[src/design/sbu_pkg.sv]
package sbu_pkg;

    localparam int SBU_COORD_BITS   = 24;
    localparam int SBU_CORDIC_STEPS = 18;
    localparam int SBU_GUARD_BITS   = 16;
    localparam int SBU_LEN_W        = SBU_COORD_BITS + 1;
    localparam int SBU_ANGLE_W      = 16;
    localparam int SBU_XY_W         = SBU_COORD_BITS + SBU_GUARD_BITS + 4;
    localparam int SBU_HI_W         = SBU_XY_W - 1 - 24;
    localparam int SBU_Z_W          = 32;
    localparam int SBU_QUEUE_DEPTH  = 2;

    localparam logic signed [SBU_Z_W-1:0] SBU_DEG90  = 32'sd94371840;
    localparam logic signed [SBU_Z_W-1:0] SBU_DEG180 = 32'sd188743680;
    localparam logic signed [SBU_Z_W-1:0] SBU_ANGLE_LIMIT = 32'sd23040;

    typedef enum logic [1:0] {
        QUAD_NONE  = 2'd0,
        QUAD_POS90 = 2'd1,
        QUAD_NEG90 = 2'd2
    } sbu_quad_t;

    typedef struct packed {
        logic signed [SBU_COORD_BITS-1:0] point_x;
        logic signed [SBU_COORD_BITS-1:0] point_y;
        logic                             start_of_path;
    } sbu_item_t;

    typedef struct packed {
        logic [SBU_LEN_W-1:0]          segment_length;
        logic signed [SBU_ANGLE_W-1:0] segment_angle;
    } sbu_result_t;

    typedef struct packed {
        logic                           zero;
        sbu_quad_t                      quad;
        logic signed [SBU_COORD_BITS:0] rot_x;
        logic signed [SBU_COORD_BITS:0] rot_y;
    } sbu_job_t;

    function automatic logic [31:0] sbu_gain(input int steps);
        logic [63:0] tail;
        tail = 64'd1738754331 >> (2 * steps);
        return 32'(64'd2608131496 + tail);
    endfunction

    function automatic logic signed [SBU_Z_W-1:0] sbu_atan(input logic [4:0] i);
        logic signed [SBU_Z_W-1:0] a;
        case (i)
            5'd0:    a = 32'sd47185920;
            5'd1:    a = 32'sd27855475;
            5'd2:    a = 32'sd14718068;
            5'd3:    a = 32'sd7471121;
            5'd4:    a = 32'sd3750058;
            5'd5:    a = 32'sd1876857;
            5'd6:    a = 32'sd938658;
            5'd7:    a = 32'sd469357;
            5'd8:    a = 32'sd234682;
            5'd9:    a = 32'sd117342;
            5'd10:   a = 32'sd58671;
            5'd11:   a = 32'sd29335;
            5'd12:   a = 32'sd14668;
            5'd13:   a = 32'sd7334;
            5'd14:   a = 32'sd3667;
            5'd15:   a = 32'sd1833;
            5'd16:   a = 32'sd917;
            5'd17:   a = 32'sd458;
            5'd18:   a = 32'sd229;
            5'd19:   a = 32'sd115;
            5'd20:   a = 32'sd57;
            5'd21:   a = 32'sd29;
            5'd22:   a = 32'sd14;
            5'd23:   a = 32'sd7;
            5'd24:   a = 32'sd4;
            5'd25:   a = 32'sd2;
            5'd26:   a = 32'sd1;
            default: a = '0;
        endcase
        return a;
    endfunction

endpackage

[src/design/segment_length_and_bearing_unit.sv]
// Segment length and bearing unit.
// Input queue port: push/full carry one point transaction (point_x, point_y,
// start_of_path). A point with start_of_path set, or the first point after
// reset, only becomes the new previous point and yields no result. Every
// other point yields one result: the distance from the previous point and
// the bearing atan2(dy, dx) in degrees with 7 fraction bits.
// Result queue port: a result is on the result ports while empty is low and
// is taken by pop.
// Flow: a point is classified in the cycle it is taken and enters a
// two-entry job queue; the vectoring unit then takes each segment through a
// load step, CORDIC_STEPS rotations, a gain multiply and a rounding step.
// A zero-length segment goes from the load step straight to the last step.
// The vectoring unit takes a new job only after it has finished the last
// one, as it has a single shared rotation datapath.
// Stall: a held result blocks the vectoring unit at its last stage, the job
// queue then fills, and full rises. Reset empties both queues and forgets
// the previous point.
module segment_length_and_bearing_unit
    import sbu_pkg::*;
#(
    parameter int CORDIC_STEPS = SBU_CORDIC_STEPS
) (
    input  logic        clk,
    input  logic        rst_n,
    input  logic        push,
    input  sbu_item_t   item,
    output logic        full,
    input  logic        pop,
    output logic        empty,
    output sbu_result_t result
);

    logic     q_full;
    logic     q_push;
    sbu_job_t q_wjob;
    logic     q_empty;
    logic     q_pop;
    sbu_job_t q_rjob;

    sbu_front u_front (
        .clk    (clk),
        .rst_n  (rst_n),
        .push   (push),
        .item   (item),
        .full   (full),
        .q_full (q_full),
        .q_push (q_push),
        .q_job  (q_wjob)
    );

    sbu_queue #(
        .WIDTH ($bits(sbu_job_t)),
        .DEPTH (SBU_QUEUE_DEPTH)
    ) u_queue (
        .clk   (clk),
        .rst_n (rst_n),
        .push  (q_push),
        .wdata (q_wjob),
        .full  (q_full),
        .pop   (q_pop),
        .rdata (q_rjob),
        .empty (q_empty)
    );

    sbu_back #(
        .CORDIC_STEPS (CORDIC_STEPS)
    ) u_back (
        .clk       (clk),
        .rst_n     (rst_n),
        .job_valid (!q_empty),
        .job       (q_rjob),
        .job_pop   (q_pop),
        .empty     (empty),
        .pop       (pop),
        .result    (result)
    );

endmodule

[src/design/sbu_front.sv]
module sbu_front
    import sbu_pkg::*;
(
    input  logic      clk,
    input  logic      rst_n,
    input  logic      push,
    input  sbu_item_t item,
    output logic      full,
    input  logic      q_full,
    output logic      q_push,
    output sbu_job_t  q_job
);

    logic signed [SBU_COORD_BITS-1:0] prev_x_reg, prev_x_next;
    logic signed [SBU_COORD_BITS-1:0] prev_y_reg, prev_y_next;
    logic                             have_prev_reg, have_prev_next;
    logic                             accept;
    logic signed [SBU_COORD_BITS:0]   dx;
    logic signed [SBU_COORD_BITS:0]   dy;

    assign full   = q_full;
    assign accept = push && !q_full;
    assign dx     = (SBU_COORD_BITS+1)'(item.point_x) - (SBU_COORD_BITS+1)'(prev_x_reg);
    assign dy     = (SBU_COORD_BITS+1)'(item.point_y) - (SBU_COORD_BITS+1)'(prev_y_reg);
    assign q_push = accept && !item.start_of_path && have_prev_reg;

    always_comb
    begin
        q_job.zero = (dx == '0) && (dy == '0);
        if (!dx[SBU_COORD_BITS])
        begin
            q_job.quad  = QUAD_NONE;
            q_job.rot_x = dx;
            q_job.rot_y = dy;
        end
        else if (!dy[SBU_COORD_BITS])
        begin
            q_job.quad  = QUAD_POS90;
            q_job.rot_x = dy;
            q_job.rot_y = -dx;
        end
        else
        begin
            q_job.quad  = QUAD_NEG90;
            q_job.rot_x = -dy;
            q_job.rot_y = dx;
        end
    end

    always_comb
    begin
        prev_x_next    = prev_x_reg;
        prev_y_next    = prev_y_reg;
        have_prev_next = have_prev_reg;
        if (accept)
        begin
            prev_x_next    = item.point_x;
            prev_y_next    = item.point_y;
            have_prev_next = 1'b1;
        end
    end

    always_ff @(posedge clk or negedge rst_n)
    begin
        if (!rst_n)
        begin
            prev_x_reg    <= '0;
            prev_y_reg    <= '0;
            have_prev_reg <= 1'b0;
        end
        else
        begin
            prev_x_reg    <= prev_x_next;
            prev_y_reg    <= prev_y_next;
            have_prev_reg <= have_prev_next;
        end
    end

endmodule

[src/design/sbu_queue.sv]
module sbu_queue #(
    parameter int WIDTH = 1,
    parameter int DEPTH = 2
) (
    input  logic             clk,
    input  logic             rst_n,
    input  logic             push,
    input  logic [WIDTH-1:0] wdata,
    output logic             full,
    input  logic             pop,
    output logic [WIDTH-1:0] rdata,
    output logic             empty
);

    localparam int PW = (DEPTH > 1) ? $clog2(DEPTH) : 1;
    localparam int CW = $clog2(DEPTH + 1);

    logic [WIDTH-1:0] mem_reg [DEPTH];
    logic [PW-1:0]    wptr_reg, wptr_next;
    logic [PW-1:0]    rptr_reg, rptr_next;
    logic [CW-1:0]    count_reg, count_next;
    logic             do_push;
    logic             do_pop;

    assign full    = (count_reg == CW'(DEPTH));
    assign empty   = (count_reg == '0);
    assign rdata   = mem_reg[rptr_reg];
    assign do_push = push && !full;
    assign do_pop  = pop && !empty;

    always_comb
    begin
        wptr_next  = wptr_reg;
        rptr_next  = rptr_reg;
        count_next = count_reg;
        if (do_push)
        begin
            wptr_next = (wptr_reg == PW'(DEPTH - 1)) ? '0 : wptr_reg + 1'b1;
        end
        if (do_pop)
        begin
            rptr_next = (rptr_reg == PW'(DEPTH - 1)) ? '0 : rptr_reg + 1'b1;
        end
        if (do_push && !do_pop)
        begin
            count_next = count_reg + 1'b1;
        end
        else if (do_pop && !do_push)
        begin
            count_next = count_reg - 1'b1;
        end
    end

    always_ff @(posedge clk or negedge rst_n)
    begin
        if (!rst_n)
        begin
            wptr_reg  <= '0;
            rptr_reg  <= '0;
            count_reg <= '0;
        end
        else
        begin
            wptr_reg  <= wptr_next;
            rptr_reg  <= rptr_next;
            count_reg <= count_next;
        end
    end

    always_ff @(posedge clk)
    begin
        if (do_push)
        begin
            mem_reg[wptr_reg] <= wdata;
        end
    end

endmodule

[src/design/sbu_back.sv]
module sbu_back
    import sbu_pkg::*;
#(
    parameter int CORDIC_STEPS = SBU_CORDIC_STEPS
) (
    input  logic        clk,
    input  logic        rst_n,
    input  logic        job_valid,
    input  sbu_job_t    job,
    output logic        job_pop,
    output logic        empty,
    input  logic        pop,
    output sbu_result_t result
);

    localparam int STEPS = (CORDIC_STEPS > 32) ? 32 : CORDIC_STEPS;
    localparam int IW    = $clog2(STEPS);
    localparam logic [31:0] GAIN = sbu_gain(STEPS);
    localparam int PH_W  = SBU_HI_W + 32;
    localparam int PL_W  = 24 + 32;
    localparam int T_W   = PH_W + 2;

    typedef enum logic [3:0] {
        ST_IDLE   = 4'b0001,
        ST_ROTATE = 4'b0010,
        ST_SCALE  = 4'b0100,
        ST_FINISH = 4'b1000
    } sbu_state_t;

    sbu_state_t                  state_reg, state_next;
    logic [IW-1:0]               cnt_reg, cnt_next;
    logic                        out_valid_reg, out_valid_next;
    logic signed [SBU_XY_W-1:0]  x_reg, x_next;
    logic signed [SBU_XY_W-1:0]  y_reg, y_next;
    logic signed [SBU_Z_W-1:0]   z_reg, z_next;
    logic                        zero_reg, zero_next;
    logic [PH_W-1:0]             prod_h_reg, prod_h_next;
    logic [PL_W-1:0]             prod_l_reg, prod_l_next;
    sbu_result_t                 out_reg, out_next;

    logic signed [SBU_XY_W-1:0]  xs;
    logic signed [SBU_XY_W-1:0]  ys;
    logic signed [SBU_Z_W-1:0]   step_angle;
    logic [SBU_XY_W-2:0]         ux;
    logic [T_W-1:0]              t_sum;
    logic [T_W-25:0]             len_wide;
    logic [SBU_LEN_W-1:0]        len;
    logic signed [SBU_Z_W-1:0]   z_clamp;
    logic signed [SBU_Z_W-1:0]   z_round;
    logic signed [SBU_Z_W-1:0]   ang_wide;
    logic signed [SBU_Z_W-1:0]   ang_clamp;
    logic                        out_free;

    assign empty  = !out_valid_reg;
    assign result = out_reg;

    assign xs         = x_reg >>> cnt_reg;
    assign ys         = y_reg >>> cnt_reg;
    assign step_angle = sbu_atan(5'(cnt_reg));

    assign ux          = x_reg[SBU_XY_W-1] ? '0 : x_reg[SBU_XY_W-2:0];
    assign prod_h_next = ux[SBU_XY_W-2:24] * GAIN;
    assign prod_l_next = ux[23:0] * GAIN;

    assign t_sum    = T_W'(prod_h_reg) + T_W'(prod_l_reg[PL_W-1:24]) + T_W'(24'h800000);
    assign len_wide = t_sum[T_W-1:24];
    assign len      = (len_wide > (T_W-24)'({SBU_LEN_W{1'b1}})) ? {SBU_LEN_W{1'b1}}
                                                               : len_wide[SBU_LEN_W-1:0];

    assign z_clamp   = (z_reg > SBU_DEG180) ? SBU_DEG180 :
                       (z_reg < -SBU_DEG180) ? -SBU_DEG180 : z_reg;
    assign z_round   = z_clamp + 32'sd4096;
    assign ang_wide  = z_round >>> 13;
    assign ang_clamp = (ang_wide > SBU_ANGLE_LIMIT) ? SBU_ANGLE_LIMIT :
                       (ang_wide < -SBU_ANGLE_LIMIT) ? -SBU_ANGLE_LIMIT : ang_wide;

    assign out_free = !out_valid_reg || pop;

    always_comb
    begin
        state_next     = state_reg;
        cnt_next       = cnt_reg;
        out_valid_next = out_valid_reg && !pop;
        x_next         = x_reg;
        y_next         = y_reg;
        z_next         = z_reg;
        zero_next      = zero_reg;
        out_next       = out_reg;
        job_pop        = 1'b0;
        unique case (state_reg)
            ST_IDLE:
            begin
                if (job_valid)
                begin
                    job_pop   = 1'b1;
                    zero_next = job.zero;
                    cnt_next  = '0;
                    x_next    = SBU_XY_W'(job.rot_x) <<< SBU_GUARD_BITS;
                    y_next    = SBU_XY_W'(job.rot_y) <<< SBU_GUARD_BITS;
                    case (job.quad)
                        QUAD_POS90: z_next = SBU_DEG90;
                        QUAD_NEG90: z_next = -SBU_DEG90;
                        default:    z_next = '0;
                    endcase
                    state_next = job.zero ? ST_FINISH : ST_ROTATE;
                end
            end
            ST_ROTATE:
            begin
                if (!y_reg[SBU_XY_W-1])
                begin
                    x_next = x_reg + ys;
                    y_next = y_reg - xs;
                    z_next = z_reg + step_angle;
                end
                else
                begin
                    x_next = x_reg - ys;
                    y_next = y_reg + xs;
                    z_next = z_reg - step_angle;
                end
                cnt_next = cnt_reg + 1'b1;
                if (cnt_reg == IW'(STEPS - 1))
                begin
                    state_next = ST_SCALE;
                end
            end
            ST_SCALE:
            begin
                state_next = ST_FINISH;
            end
            ST_FINISH:
            begin
                if (out_free)
                begin
                    out_valid_next = 1'b1;
                    if (zero_reg)
                    begin
                        out_next.segment_length = '0;
                        out_next.segment_angle  = '0;
                    end
                    else
                    begin
                        out_next.segment_length = len;
                        out_next.segment_angle  = ang_clamp[SBU_ANGLE_W-1:0];
                    end
                    state_next = ST_IDLE;
                end
            end
            default:
            begin
                state_next = ST_IDLE;
            end
        endcase
    end

    always_ff @(posedge clk or negedge rst_n)
    begin
        if (!rst_n)
        begin
            state_reg     <= ST_IDLE;
            cnt_reg       <= '0;
            out_valid_reg <= 1'b0;
        end
        else
        begin
            state_reg     <= state_next;
            cnt_reg       <= cnt_next;
            out_valid_reg <= out_valid_next;
        end
    end

    always_ff @(posedge clk)
    begin
        x_reg      <= x_next;
        y_reg      <= y_next;
        z_reg      <= z_next;
        zero_reg   <= zero_next;
        out_reg    <= out_next;
        if (state_reg == ST_SCALE)
        begin
            prod_h_reg <= prod_h_next;
            prod_l_reg <= prod_l_next;
        end
    end

endmodule

[config.mk]
export PLATFORM = sky130hd
export DESIGN_NAME = segment_length_and_bearing_unit
export DESIGN_NICKNAME = d
export VERILOG_FILES = /design/src/design/sbu_pkg.sv /design/src/design/segment_length_and_bearing_unit.sv /design/src/design/sbu_front.sv /design/src/design/sbu_queue.sv /design/src/design/sbu_back.sv
export SDC_FILE = /design/constraint.sdc
export NUM_CORES = 2
export LEC_CHECK = 0
export ABC_AREA = 1
export BUFFER_PORTS_ARGS = -buffer_cell sky130_fd_sc_hd__buf_4
export CORE_MARGIN = 3
export CORE_UTILIZATION = 32
export CTS_CLUSTER_SIZE = 14
export DETAILED_ROUTE_END_ITERATION = 10
export RECOVER_POWER = 25
export SLEW_MARGIN = 20
export SYNTH_ARGS = -nofsm -noshare
export SYNTH_HDL_FRONTEND = slang
export SYNTH_SLANG_ARGS = --single-unit
[constraint.sdc]
create_clock -name clk -period 26.4 [get_ports clk]
set_clock_uncertainty 0.05 [all_clocks]
set_input_delay 7.92 -clock clk [delete_from_list [all_inputs] [get_ports clk]]
set_output_delay 7.92 -clock clk [all_outputs]
set_load 0.1 [all_outputs]
==> impl_metrics.py <==
metrics = {
    "logic_synthesis": {
        "ys_seq_elements": 408,
        "yosys_warnings": 0,
        "synth_common_cells": "nand2_1, inv_1, nor2_1",
        "synth_area_per_cell_sq_um": 7.256,
        "yosysMostFrequentCell": "nand2_1",
        "seq_area_frac_synth": 0.1914,
        "synthArstFlopShare": 0.1544,
        "synth_area_sq_um": 62360,
        "ys_types": 77,
        "synth_cells": 8594,
        "synth.area.top_cells": "fa_1, edfxtp_1, ha_1",
        "yosysTopAreaCell": "fa_1",
        "synth_top_area_frac": 0.1679,
        "syn-num-nets": 9787,
        "synth_edf_count": 345,
        "synth-main-ff-cell": "edfxtp_1",
    },
    "worst_setup_path": {
        "r2r_start": "u_back.x_reg[43]",
        "arrival_ns": 11.24,
        "crit_path_start": "item[1]",
        "path_max_fanout": 4,
        "cp-end-kind": "register",
        "cp.required_ns": 26.78,
        "path_class": "in -> reg",
        "critPathLaunchType": "input port",
        "ff2ff_path_depth": 26,
    },
    "routing": {
        "drt_iter0_markers": 4212,
        "wirelength_um": 211100,
        "drc": 0,
        "wire_per_inst_um": 18.88,
        "via_per_inst": 4.990,
        "route.vias.total": 55778,
        "detail-route-antenna-nets": 0,
        "first_pass_iters": 6,
    },
    "placed_design": {
        "portBuffers": 95,
        "dp_hpwl_um": 180000,
        "gp_congestion": 0.9619,
    },
    "clock_tree": {
        "cts_tree": "built",
        "clk_latency_ns": 0.69,
        "clockBufferDepth": 3,
        "cts_sinks": 408,
        "ctsResizeCount": 0,
        "h-tree-depth": 2,
        "ctsHoldBuffers": 0,
        "clkTransAtPathRegs_ns": 0.06,
        "cts_buffers": 54,
        "post_cts_buffers": 0,
        "ctsRootBufferMaster": "clkbuf_16",
    },
    "layout": {
        "fillerInstances": 20717,
        "final_layout_size_suffix_gt1_frac": 0.04624,
        "area_growth_pct": 8.367,
        "largest_reg_flops": 106,
        "antenna_cells": 0,
        "finalNetCount": 9800,
    },
    "floorplanning": {
        "fp.dieW_um": 447.4,
        "die_y_um": 447.4,
        "core-area_sq_um": 193200,
        "core.rowCount": 161,
        "num_io_pins": 96,
        "dieArea_sq_um": 200200,
        "start_util": 0.3228,
    },
    "global_routing": {
        "grt_max_degree": 99,
        "track_usage": 0.2096,
        "antenna_found_initial": 1,
        "grt_pass1_wl_um": 327300,
        "grt_pass1_vias": 55979,
        "overflow": 0,
    },
    "status": {
        "status": "finished, violations left",
        "violations": "max-capacitance violations, max-slew violations",
    },
    "sta": {
        "whs_ns": 0.4059,
        "setup_viol": 0,
        "setup_tns_ns": 0,
        "slew-limit-headroom": -1.528,
        "grt_setup_unrepaired": "false",
        "period_minus_slack_ns": 10.86,
        "worst_pin_slew_ns": 3.792,
        "max_freq_ghz": 0.09206,
        "fin_crit_sh": 0.4115,
        "hold_viol": 0,
        "drv_slew": 497,
    },
    "min_path": {
        "hold_depth": 2,
        "holdCritStartpoint": "u_front.have_prev_reg",
        "hold_path_class": "reg -> reg",
    },
    "flow_run": {
        "drv_cap": 8,
    },
}
-- worst paths after layout --
| path | to | slack [ns] |
|---|---|---|
| max reg2reg | u_back.prod_l_reg[53] | 15.83 |
| min reg2reg | u_front.have_prev_reg | 0.41 |
| max | u_queue.mem_reg[0][46] | 15.54 |
| max in group asynchronous | u_back.cnt_reg[4] | 18.19 |
| min in group asynchronous | u_front.prev_y_reg[5] | 7.38 |
| min | u_front.have_prev_reg | 0.41 |
-- cells by family after synthesis --
kind of cell / after synthesis / share of synthesized area
DFF: 408 / 0.1914
adders and majority gates: 1140 / 0.2917
xor gates and xnor gates: 285 / 0.04015
AOI/OAI and AO/OA: 1263 / 0.1127
muxes: 18 / 0.002889
buffers and inverters: 1848 / 0.1153
and+or+nand+nor: 3632 / 0.2458
-- area by class of cell --
class | instances | area, sq um | area share
multi-input combinational | 6338 | 43280 | 0.6405
sequential | 408 | 11940 | 0.1768
inverter | 1662 | 6246 | 0.09243
tap | 2526 | 3161 | 0.04677
clock buffer | 62 | 1401 | 0.02074
timing repair buffer | 143 | 1040 | 0.01539
clock inverter | 38 | 500.5 | 0.007406
-- stage by stage --
| stage | instance area [sq um] | utilization | setup WS, ns | std cells |
|---|---|---|---|---|
| after global placement | 65720 | 0.3402 | 14.76 | 11077 |
| after global routing | 67570 | 0.3498 | 15.16 | 11177 |
| after detailed placement | 65720 | 0.3402 | 14.78 | 11077 |
| after floorplan | 62360 | - | 15.22 | 8594 |
| after CTS | 67620 | 0.3501 | 15.55 | 11177 |
| final | 67570 | 0.3498 | 15.54 | 11177 |
-- layer usage --
| layer | part of all wire | up-vias | wire, um | GRT usage |
|---|---|---|---|---|
| met2 | 0.47 | 1419 | 99650 | 0.3586 |
| met1 | 0.44 | 26478 | 92310 | 0.2704 |
| li1 | - | 27558 | - | - |
| met5 | 0.000062 | - | 13 | 0 |
| met3 | 0.046 | 321 | 9752 | 0.02412 |
| met4 | 0.044 | 2 | 9342 | 0.07919 |
-- critical path, cell delays in order --
cell and delay [ns]:
buf_4 0.11, inv_1 0.07, ha_1 0.14, inv_1 0.05, fa_1 0.40, nand3_1 0.11, nand3_1 0.12, a21oi_2 0.33
xor2_1 0.50, nand2_1 0.10, nor2_1 0.14, nand3_1 0.13, nor2_1 0.29, nand4_1 0.28, o21ai_2 0.25, nand2_1 0.07
nand2_1 0.06, nand2_1 0.05, nand2_1 0.05, nand2_1 0.07
-- cells in the final DEF, fill, tap and decap left out, types with 88 or more instances in the layout --
| cell | instances |
|---|---|
| nand4_1 | 112 |
| o21ai_1 | 115 |
| edfxtp_1 | 345 |
| xor2_1 | 196 |
| fa_1 | 523 |
| nor2_1 | 781 |
| buf_4 | 134 |
| o21ai_0 | 377 |
| nand2_1 | 1963 |
| xnor2_1 | 88 |
| inv_1 | 1628 |
| nand3_1 | 523 |
| a21oi_1 | 481 |
| ha_1 | 617 |
Power is left out: the tool's default activity adds up to more than one toggle a clock period on the data nets, which glitch-free logic cannot reach.
